$ cat config.mk
export PLATFORM = sky130hd
export DESIGN_NAME = lrk_ctrl
export DESIGN_NICKNAME = d
export VERILOG_FILES = /design/src/design/lrk_pkg.sv /design/src/design/lrk_ctrl.sv
export SDC_FILE = /design/constraint.sdc
export NUM_CORES = 1
export LEC_CHECK = 0
export ABC_AREA = 1
export BUFFER_PORTS_ARGS = -buffer_cell sky130_fd_sc_hd__buf_2
export CAP_MARGIN = 25
export CELL_PAD_IN_SITES_DETAIL_PLACEMENT = 1
export CELL_PAD_IN_SITES_GLOBAL_PLACEMENT = 1
export CORE_AREA = 2 2 39 41
export CTS_CLUSTER_DIAMETER = 200
export DETAILED_ROUTE_END_ITERATION = 10
export DIE_AREA = 0 0 41 43
export GPL_ROUTABILITY_DRIVEN = 0
export PLACE_DENSITY = 0.66
export SETUP_SLACK_MARGIN = 0.3
export SYNTH_ARGS = -nofsm -noshare
export SYNTH_HDL_FRONTEND = slang
export SYNTH_SLANG_ARGS = --single-unit
export TNS_END_PERCENT = 20
$ cat constraint.sdc
create_clock -name clk -period 2.3 [get_ports clk]
set_clock_uncertainty 0.15 [all_clocks]
set_input_delay 0.23 -clock clk [delete_from_list [all_inputs] [get_ports clk]]
set_output_delay 0.23 -clock clk [all_outputs]
set_load 0.005 [all_outputs]
$ cat src/design/lrk_pkg.sv
// ----------------------------------------------------------------------------
// LRU-K replacer package
// Action and status codes, pool size, and the controller/datapath command group.
// ----------------------------------------------------------------------------
package lrk_pkg;

    typedef enum logic [1:0] {
        ACT_RECORD = 2'd0,
        ACT_SET    = 2'd1,
        ACT_REMOVE = 2'd2,
        ACT_EVICT  = 2'd3
    } action_t;

    typedef enum logic [1:0] {
        ST_OK        = 2'd0,
        ST_NO_VICTIM = 2'd1,
        ST_RANGE     = 2'd2,
        ST_PINNED    = 2'd3
    } status_t;

    localparam int STAMP_W = 32;

    // buffer pool size, fixed by the 6-bit frame fields on both streams
    localparam int POOL_FRAMES = 64;

    // command from controller to datapath
    typedef struct packed {
        logic load;       // capture request, read per-frame state
        logic exec;       // perform record/set/remove
        logic scan_start; // clear scan row valid
        logic scan_step;  // compare one frame
        logic victim;     // untrack best frame or flag no victim
    } lrk_cmd_t;

    // status from datapath to controller
    typedef struct packed {
        logic scan_last;
    } lrk_sts_t;

endpackage

$ cat src/design/lrk_ctrl.sv
// ----------------------------------------------------------------------------
// LRU-K replacer controller
// Sequences one request at a time: load, execute or scan, then present.
// ----------------------------------------------------------------------------
module lrk_ctrl
    import lrk_pkg::*;
(
    input  logic     clk,
    input  logic     rst_n,
    input  logic     in_fire,
    input  logic     is_evict,
    input  logic     out_free,
    input  lrk_sts_t sts,
    output logic     in_ready,
    output logic     res_load,
    output lrk_cmd_t cmd
);

    typedef enum logic [4:0] {
        S_IDLE = 5'b00001,
        S_EXEC = 5'b00010,
        S_SCAN = 5'b00100,
        S_VICT = 5'b01000,
        S_PUT  = 5'b10000
    } state_t;

    state_t state_reg, state_next;

    always_comb
    begin
        state_next = state_reg;
        cmd        = '0;
        in_ready   = 1'b0;
        res_load   = 1'b0;
        unique case (state_reg)
            S_IDLE:
            begin
                in_ready = 1'b1;
                if (in_fire)
                begin
                    cmd.load       = 1'b1;
                    cmd.scan_start = is_evict;
                    state_next     = is_evict ? S_SCAN : S_EXEC;
                end
            end
            S_EXEC:
            begin
                cmd.exec   = 1'b1;
                state_next = S_PUT;
            end
            S_SCAN:
            begin
                cmd.scan_step = 1'b1;
                if (sts.scan_last)
                    state_next = S_VICT;
            end
            S_VICT:
            begin
                cmd.victim = 1'b1;
                state_next = S_PUT;
            end
            S_PUT:
            begin
                // wait for the output register to be free
                if (out_free)
                begin
                    res_load   = 1'b1;
                    state_next = S_IDLE;
                end
            end
            default: state_next = S_IDLE;
        endcase
    end

    always_ff @(posedge clk or negedge rst_n)
    begin
        if (!rst_n)
            state_reg <= S_IDLE;
        else
            state_reg <= state_next;
    end

endmodule

-- After elaboration in Yosys (flattened, before gate mapping)
Cells that the tools add are included.
- reductions and logical operators: 2
- muxes and demuxes: 15
- eq/ne operators: 8
- operators by type and width (kind ; count):
    5-bit one-hot mux with 4 select lines ; 1
    5-bit two-way mux ; 3
    1-bit two-way mux ; 10
    2-bit inequality test, second input constant ; 3
    5-bit by 1-bit equality test with 1-bit output, second input constant ; 1
    5-bit by 2-bit equality test with 1-bit output, second input constant ; 1
    5-bit by 3-bit equality test with 1-bit output, second input constant ; 1
    5-bit by 4-bit equality test with 1-bit output, second input constant ; 1
    5-bit equality test, second input constant ; 1
    3-bit two-way mux ; 1
    3-bit AND reduction ; 1
    2-bit OR reduction ; 1
- register bits: 5
- bits of input ports: 6
- output and inout bits: 7
- word-level logic and storage cells: 26

-- Longest topological paths before layout
Gate-level depths: netlist (run 1).
- depth in word-level cells: 3
- depth in mapped cells: 7
- depth with buffers taken out: 7

-- Worst setup path after synthesis (run 1)
Ideal clock, no wire load.
- path kind: register to output
- start: register state_reg[0]
- end: output cmd[2] in the netlist's numbering
- buffers on the path: 0
- cell stages (with the launch flop): 7
- data arrival time: 1.011 ns
- path slack: 0.909 ns
- data required time: 1.920 ns
- path through: dfstp_2 > nand3_2 > nor2_4 > inv_2 > nor2_2 > nand2_1 > inv_1
- RTL lines (item ; line ; RTL):
    from (decl) ; lrk_ctrl.sv:27 ; state_t state_reg, state_next;
    from (signal assigned) ; lrk_ctrl.sv:80 ; state_reg <= state_next;
    to (decl) ; lrk_ctrl.sv:16 ; output lrk_cmd_t cmd

==> flow_summary.ini, run 1 <==
[final_layout]
largest_register_ffs = 5
areaGrowthSynthToFinish_pct = 35.8
fin_area_um2 = 442
regArea_um2 = 126
antennaDiodeCount = 0
drive_gt1_share_pct = 35.9
multi_input_area_um2 = 154
fillers = 181
final_core_util_pct = 31.9
nNetsFinal = 71

[power]
switching_share_pct = 42.4
p_switching_uw = 221
p_leak_nw = 0.270
p_comb_share_pct = 51.7
peakVddDrop_uv = 329
pwr-share-seq_pct = 29.3
p_per_area_mw_per_mm2 = 1180
p_clk_share_pct = 19.0
p_int_uw = 300

[clock_network]
clockBufferDepth = 2
cts_buffers = 3
clk_pin_slew_ns = 0.04
cts_sinks = 5
clock-root-buffer = clkbuf_4
htree_levels = 1
insertion_delay_ns = 0.24
cts_tree = done

[logic_synthesis]
avgSynthCellArea_um2 = 6.92
synthArstFlopShare_pct = 100
netlist_instances = 47
yosysSeqAreaShare_pct = 38.8
synth_top_area_share_pct = 30.8
synth_edf_count = 0
yosysMostFrequentCell = nand2_1
synth.yosys.warnings = 0
synth_commonest_cells = nand2_1 (11), inv_1 (10), nor2_1 (8), dfrtp_1 (4)
ys.flop_type = dfrtp_1
ys_ff_latch = 5
syn-cell-area_um2 = 325
ys_types = 14
yosysTopAreaCell = dfrtp_1
synth_area_leaders = dfrtp_1 (31%), nand2_1 (13%), inv_1 (12%)
syn-num-nets = 53

[global_route]
grtUsageMet1_pct = 12.9
grt_max_degree = 6
grt_pass1_vias = 344
met2_usage_pct = 19.1
grt.busiest_layer = met2
grt-ovfl-total = 0
grt_pass1_wl_um = 1390
antenna_found_initial = 0
grt_usage_pct = 12.6
grtUsageMet3_pct = 3.14

[route]
wire_per_inst_um = 9.66
vias_per_cell = 4.09
wl_um = 773
ant_nets = 0
route.detailed.drc = 0
num_vias = 327
dr.pass1.iters = 1
drt_iter0_markers = 0

[sta]
final-setup-viol-count = 0
timing.fmax_mhz = 568
worst_pin_slew_ns = 0.253
rsz0062_at_grt = no
min_period_over_period_pct = 76.5
timing.setup.tns_ns = 0
drv_slew = 0
hold_viol_final = 0
fin_ws_ns = 0.540
maxSlewHeadroom_pct = 83.1
timing.final.crit_period_ns = 1.76

[place]
hpwlAfterDp_um = 657
port_buffers = 12
dp_slack_ns = 0.786
placed_cell_area_um2 = 405

[floorplanning]
die_y_um = 43
die_x_um = 41
num_io_pins = 13
coreArea_mm2 = 0.00138
dieArea_mm2 = 0.00176
initial_core_util_pct = 23.5
rows = 14

[worst_hold_path]
min_path_type = input port to flop

[critical_path]
cp-end-kind = output pin
cp.required_ns = 1.92
worstSetupPathType = flop to output pin
cp_top_family = simple AND/OR/NAND/NOR gates
crit_path_start_kind = flop
cp.arrival_ns = 1.38
max_stage_delay_ns = 0.38
critPathBufInv = 4
crit_fanout = 4
crit_top_cell = inv_1
worstPathCellList = inv_1 -> nand3_2 -> nor2_4 -> inv_2 -> nor2_2 -> nand2_1 -> inv_1 -> buf_2
cp_slowest_cell = dfrtp_1

[flow_run]
cap_viol_max_count = 0

[outcome]
outcome = completed
-- final cells by class --
class	count	area share, %
clock buffers	4	5.95
inverters	12	10.2
multi-input cells	30	34.8
flip-flops and latches	5	28.6
well taps	16	4.53
repair buffers	13	15.9
-- worst reg2reg max path: stages, from the launching register on --
cell and delay [ns]:
dfrtp_1 0.39, nor2_1 0.22, nand2_1 0.10, nor2_2 0.18, nand2_1 0.12, nand3_1 0.12
nor2_1 0.05
-- placed cells by master, fill, tap and decap left out, drive strengths merged --
cell,instances
buf,12
inv,12
nor2,12
nand2,11
dfrtp,4
clkbuf,4
nand3,3
nand3b,1
or2,1
nand4,1
o21bai,1
dlygate4sd3,1
dfstp,1
-- power by group through the flow --
stage / Combinational, mW / Sequential, mW / Clock (mW)
finish: 0.269 / 0.153 / 0.0991
global route: 0.309 / 0.157 / 0.112
CTS: 0.276 / 0.153 / 0.103
detailed placement: 0.273 / 0.154 / 0
global placement: 0.266 / 0.153 / 0
floorplan: 0.198 / 0.149 / 0
-- cells by family (layout without fill, tap and decap cells) --
| kind of cell | Yosys count | in the layout | share of synthesized area, % |
|---|---|---|---|
| flip-flops | 5 | 5 | 38.8 |
| AO/OA/AOI/OAI | 1 | 1 | 2.31 |
| AND/OR/NAND/NOR | 29 | 29 | 45.0 |
| buffers and inverters | 12 | 29 | 13.8 |
-- repair_timing --
| item | CTS | global route |
|---|---|---|
| buffers inserted | 0 | 0 |
| endpoints found under the hold margin | 5 | 0 |
| gates resized for setup | 0 | 0 |
| hold buffers | 1 | 0 |
-- per-stage QoR --
stage / hold WS, ns / total power [mW] / instances
5_1_grt: 0.0819 / 0.578 / 80
2_1_floorplan: -0.216 / 0.347 / 47
3_5_place_dp: -0.100 / 0.427 / 75
3_3_place_gp: -0.104 / 0.419 / 75
6_report: 0.0803 / 0.520 / 80
4_1_cts: 0.0764 / 0.532 / 80
-- final timing paths --
kind / start / end / slack [ns] / cells past startpoint
max in group asynchronous: rst_n / state_reg[0]$_DFFE_PN1P_ / 1.58 / 2
min in group asynchronous: rst_n / state_reg[2]$_DFFE_PN0P_ / 0.21 / 2
worst min-delay path: is_evict / state_reg[2]$_DFFE_PN0P_ / 0.08 / 3
worst max-delay path: state_reg[4]$_DFFE_PN0P_ / cmd[2] / 0.54 / 8
worst max register to register: state_reg[1]$_DFFE_PN0P_ / state_reg[3]$_DFFE_PN0P_ / 0.85 / 6
worst min register to register: state_reg[4]$_DFFE_PN0P_ / state_reg[4]$_DFFE_PN0P_ / 0.51 / 2
-- routing by layer --
metal	part of all wire (%)	routed length, um
met5	0	0
met4	1.8	14
met3	5.6	43
met2	53	410
met1	39	304
No activity file was read; power rests on OpenSTA's default activity.
==> run 2: changes to the inputs <==
PLACE_DENSITY = 0.68   (was 0.66)
clock period = 1.6 ns   (was 2.3 ns; I/O delays follow)
==> run 2 against run 1 <==
The run now ends with setup timing left. Worst hold slack got worse by 0.039 ns. Total power up 87%. Largest power group unchanged. Combinational power is 120% higher. Wire length increased by 13%. Largest cell class unchanged. Register-to-register slack worse by 0.69 ns. Setup slack worse by 0.57 ns. Clock power rose by 49%.
==> flow_summary.ini, run 2 (synthesis gave the netlist of run 1 again) <==
[clock_network]
clock-root-buffer = clkbuf_4
htree_levels = 1
cts_buffers = 3
clockBufferDepth = 2
cts_tree = done
cts_sinks = 5
insertion_delay_ns = 0.24
clk_pin_slew_ns = 0.04

[final_layout]
regArea_um2 = 126
areaGrowthSynthToFinish_pct = 67.3
layout_commonest_cell = buf_2
multi_input_area_um2 = 189
nNetsFinal = 80
drive_gt1_share_pct = 56.2
fillers = 189
antennaDiodeCount = 0
layout_common_cells = buf_2 (12), nand2_1 (9), buf_4 (9), inv_1 (8), nor2_4 (5)
largest_register_ffs = 5
final_core_util_pct = 39.3

[sta]
min_period_over_period_pct = 102
timing.fmax_mhz = 614
maxSlewHeadroom_pct = 88.7
hold_viol_final = 0
timing.final.crit_period_ns = 1.63
rsz0062_at_grt = yes
drv_slew = 0
worst_pin_slew_ns = 0.169
final-setup-viol-count = 1
fin_ws_ns = -0.0298

[critical_path]
worstSetupPathType = flop to output pin
ff2ff_setup_slack_ns = 0.16
crit_path_start_kind = flop
cp.arrival_ns = 1.32
cp.required_ns = 1.29
crit_fanout = 2
cp-end-kind = output pin

[outcome]
outcome = finished, violations left
violations = setup timing

[power]
p_int_uw = 572
pwr-share-seq_pct = 22.6
p_comb_share_pct = 62.2
power.total_uw = 973
peakVddDrop_uv = 653
p_per_area_mw_per_mm2 = 1790
p_switching_uw = 401
p_clk_share_pct = 15.2
p_leak_nw = 0.319
switching_share_pct = 41.2

[flow_run]
cap_viol_max_count = 0

[route]
drt_iter0_markers = 0
num_vias = 375
wire_per_inst_um = 9.84
wl_um = 876
dr.pass1.iters = 1
route.detailed.drc = 0
ant_nets = 0
vias_per_cell = 4.21

[floorplanning]
die_y_um = 43
coreArea_mm2 = 0.00138
rows = 14
initial_core_util_pct = 23.5
num_io_pins = 13
die_x_um = 41
dieArea_mm2 = 0.00176

[global_route]
grt_usage_pct = 12.9
grt-ovfl-total = 0
grt_pass1_vias = 362
grt_max_degree = 6
antenna_found_initial = 0
grt_pass1_wl_um = 1460

[worst_hold_path]
min_path_type = input port to flop

[place]
port_buffers = 12
hpwlAfterDp_um = 635
[run 2: final timing paths]
| path | start | endpoint | cells after the start |
|---|---|---|---|
| max in group asynchronous | rst_n | state_reg[0]$_DFFE_PN1P_ | 2 |
| max reg2reg | state_reg[0]$_DFFE_PN1P_ | state_reg[2]$_DFFE_PN0P_ | 8 |
| min reg2reg | state_reg[4]$_DFFE_PN0P_ | state_reg[4]$_DFFE_PN0P_ | 2 |
| min | is_evict | state_reg[1]$_DFFE_PN0P_ | 3 |
| max | state_reg[0]$_DFFE_PN1P_ | cmd[2] | 7 |
| min in group asynchronous | rst_n | state_reg[1]$_DFFE_PN0P_ | 2 |
[run 2: routing by layer]
metal	global-route usage, %	part of all wire (%)	up-vias
li1	-	-	190
met1	14.3	41	167
met2	19.7	50	14
met3	1.57	5.8	4
met4	12.0	2.9	0
met5	0	0	-
[run 2: through the flow]
stage | instance area (um^2) | std cells | setup TNS, ns | setup WS [ns] | hold slack [ns]
2_1_floorplan | 325 | 47 | 0 | 0.279 | -0.286
3_3_place_gp | 405 | 75 | 0 | 0.163 | -0.172
3_5_place_dp | 405 | 75 | 0 | 0.137 | -0.166
4_1_cts | 497 | 84 | -0.0916 | -0.0916 | 0.0223
5_1_grt | 544 | 89 | -0.163 | -0.109 | 0.0454
6_report | 544 | 89 | -0.0298 | -0.0298 | 0.0417
[run 2: worst max-delay path: stages (launching register included)]
cell and delay (ns):
dfstp_2 0.53, nand3_2 0.09, nor2_4 0.11, inv_2 0.06
nor2_4 0.08, nand2_2 0.07, inv_2 0.04, buf_2 0.09
[run 2: power by group through the flow]
stage,Combinational [mW],Sequential [mW],Clock (mW)
final,0.605,0.220,0.148
after global routing,0.671,0.226,0.166
after CTS,0.512,0.221,0.156
after detailed placement,0.391,0.223,0
after global placement,0.390,0.221,0
after floorplan,0.284,0.214,0
[run 2: final cells by class]
| class | instances | area share, % |
|---|---|---|
| Sequential cell | 5 | 23.2 |
| Clock buffer | 4 | 4.83 |
| Multi-Input combinational cell | 30 | 34.7 |
| Tap cell | 16 | 3.68 |
| Inverter | 12 | 8.28 |
| Timing Repair Buffer | 22 | 25.3 |
[run 2: repair_timing]
item / in CTS / in global routing
endpoints found under the setup margin: 10 / 11
buffers inserted: 4 / 5
resized for setup: 8 / 4
pin swaps: 7 / 6
endpoints found under the hold margin: 5 / 0
hold buffers: 1 / 0
==> run 3: changes to the inputs <==
--- a/config.mk
+++ b/config.mk
@@ -17,3 +17,3 @@
 export GPL_ROUTABILITY_DRIVEN = 0
-export PLACE_DENSITY = 0.68
+export PLACE_DENSITY = 0.66
 export SETUP_SLACK_MARGIN = 0.3
==> constraint.sdc (replaced) <==
create_clock -name clk -period 1.7 [get_ports clk]
set_clock_uncertainty 0.15 [all_clocks]
set_input_delay 0.085 -clock clk [delete_from_list [all_inputs] [get_ports clk]]
set_output_delay 0.085 -clock clk [all_outputs]
set_load 0.005 [all_outputs]
==> run 3 against run 2 <==
The run now ends clean. First-iteration DRC count is 1 higher. Clock-buffer cell count stayed put. Sequential power is 6% lower. Cell count stayed put. Die area stayed put. Via count is 0.80% higher. Total power is 9.8% lower. Global-route usage is 0.65 points higher. Setup slack better by 0.16 ns. Worst hold slack hardly changed. Sequential share of layout area is 0.32 points higher. Critical endpoint unchanged.
==> flow_summary.ini, run 3 (synthesis gave the netlist of run 1 again) <==
[outcome]
outcome = completed

[floorplanning]
dieArea_mm2 = 0.00176
die_y_um = 43
num_io_pins = 13
initial_core_util_pct = 23.5
die_x_um = 41
rows = 14
coreArea_mm2 = 0.00138

[global_route]
grt_max_degree = 6
grt_pass1_vias = 388
antenna_found_initial = 0
grt_usage_pct = 13.5
grt_pass1_wl_um = 1520
grt-ovfl-total = 0

[final_layout]
drive_gt1_share_pct = 46.6
antennaDiodeCount = 0
layout_commonest_cell = buf_2
layout_common_cells = buf_2 (12), nand2_1 (9), inv_1 (9), nor2_1 (7), buf_4 (7)
nNetsFinal = 80
largest_register_ffs = 5
areaGrowthSynthToFinish_pct = 65.0

[clock_network]
htree_levels = 1
cts_tree = done
cts_sinks = 5
clockBufferDepth = 2
insertion_delay_ns = 0.24
clk_pin_slew_ns = 0.04
clock-root-buffer = clkbuf_4
cts_buffers = 3

[critical_path]
crit-reg2reg-launch = state_reg[3]$_DFFE_PN0P_
reg2reg_to = state_reg[3]$_DFFE_PN0P_
worstSetupPathType = flop to output pin
cp.arrival_ns = 1.34
cp.required_ns = 1.46
crit_fanout = 3
rr_worst_depth = 8
cp-end-kind = output pin
crit_path_start_kind = flop
ff2ff_setup_slack_ns = 0.26

[sta]
rsz0062_at_grt = yes
drv_slew = 0
hold_viol_final = 0
timing.fmax_mhz = 636
timing.final.crit_period_ns = 1.57
maxSlewHeadroom_pct = 88.3
timing.setup.tns_ns = 0
worst_pin_slew_ns = 0.175
min_period_over_period_pct = 92.4
final-setup-viol-count = 0
hold_ws_ns = 0.0419

[flow_run]
cap_viol_max_count = 0

[route]
ant_nets = 0
dr.pass1.iters = 3
drt_iter0_markers = 1
num_vias = 378
wire_per_inst_um = 10.1
wl_um = 902
vias_per_cell = 4.25
route.detailed.drc = 0

[place]
port_buffers = 12
hpwlAfterDp_um = 679

[power]
peakVddDrop_uv = 487
p_leak_nw = 0.316
p_per_area_mw_per_mm2 = 1630

[worst_hold_path]
min_path_type = input port to async pin
run 3: cell types whose count changed in the layout (fill, tap and decap cells not counted), sizes merged:
| cell | delta |
|---|---|
| dlygate4sd3 | +2 |
| buf | -2 |
run 3: worst max-delay path, cell delays in order, from the launching register on:
cell	delay, ns
dfrtp_1	0.42
nor2_4	0.15
inv_2	0.06
nor2_4	0.12
inv_2	0.06
nor2_4	0.09
nand2_2	0.06
inv_1	0.04
buf_2	0.10
run 3: layout make-up:
class / instances / area, um^2
Clock buffer: 4 / 26.3
Inverter: 12 / 45.0
Sequential cell: 5 / 126
Multi-Input combinational cell: 30 / 176
Tap cell: 16 / 20.0
Timing Repair Buffer: 22 / 143
Fill cell: 186 / 847
run 3: per-stage QoR:
step | utilization [%] | setup WS [ns] | total power [mW] | instances | area, um^2
after floorplan | - | 0.431 | 0.469 | 47 | 325
final | 38.8 | 0.129 | 0.877 | 89 | 537
after detailed placement | 29.3 | 0.321 | 0.584 | 75 | 405
after CTS | 35.0 | 0.119 | 0.788 | 85 | 484
after global placement | 29.3 | 0.337 | 0.575 | 75 | 405
after global routing | 38.8 | 0.0261 | 0.970 | 89 | 537
run 3: worst max-delay path by stage:
stage,start,to,slack (ns),depth (start not counted)
after floorplan,state_reg[0]$_DFFE_PN1P_,state_reg[1]$_DFFE_PN0P_,0.43,5
after global placement,state_reg[0]$_DFFE_PN1P_,cmd[2],0.34,7
after detailed placement,state_reg[4]$_DFFE_PN0P_,cmd[2],0.32,8
after CTS,state_reg[0]$_DFFE_PN1P_,cmd[2],0.12,7
after global routing,state_reg[3]$_DFFE_PN0P_,cmd[2],0.03,8
final,state_reg[3]$_DFFE_PN0P_,cmd[2],0.13,8
run 3: power breakdown:
group,internal [mW],switching [mW]
Sequential,0.170,0.0374
Combinational,0.255,0.280
Clock,0.0886,0.0468
Total,0.513,0.364
run 3: routing by layer:
metal | up-vias | global-route usage [%] | routed length [um]
met5 | - | 0 | 0
li1 | 191 | - | -
met3 | 0 | 4.71 | 52
met4 | 0 | 10.0 | 0
met1 | 176 | 13.1 | 318
met2 | 11 | 21.9 | 531
run 3: repair_timing:
item / CTS / global route
setup endpoints to repair: 5 / 11
setup buffers: 3 / 4
pin swaps: 3 / 4
hold buffers: 3 / 0
resized for setup: 1 / 6
cloned: 0 / 0
hold endpoints to repair: 7 / 0
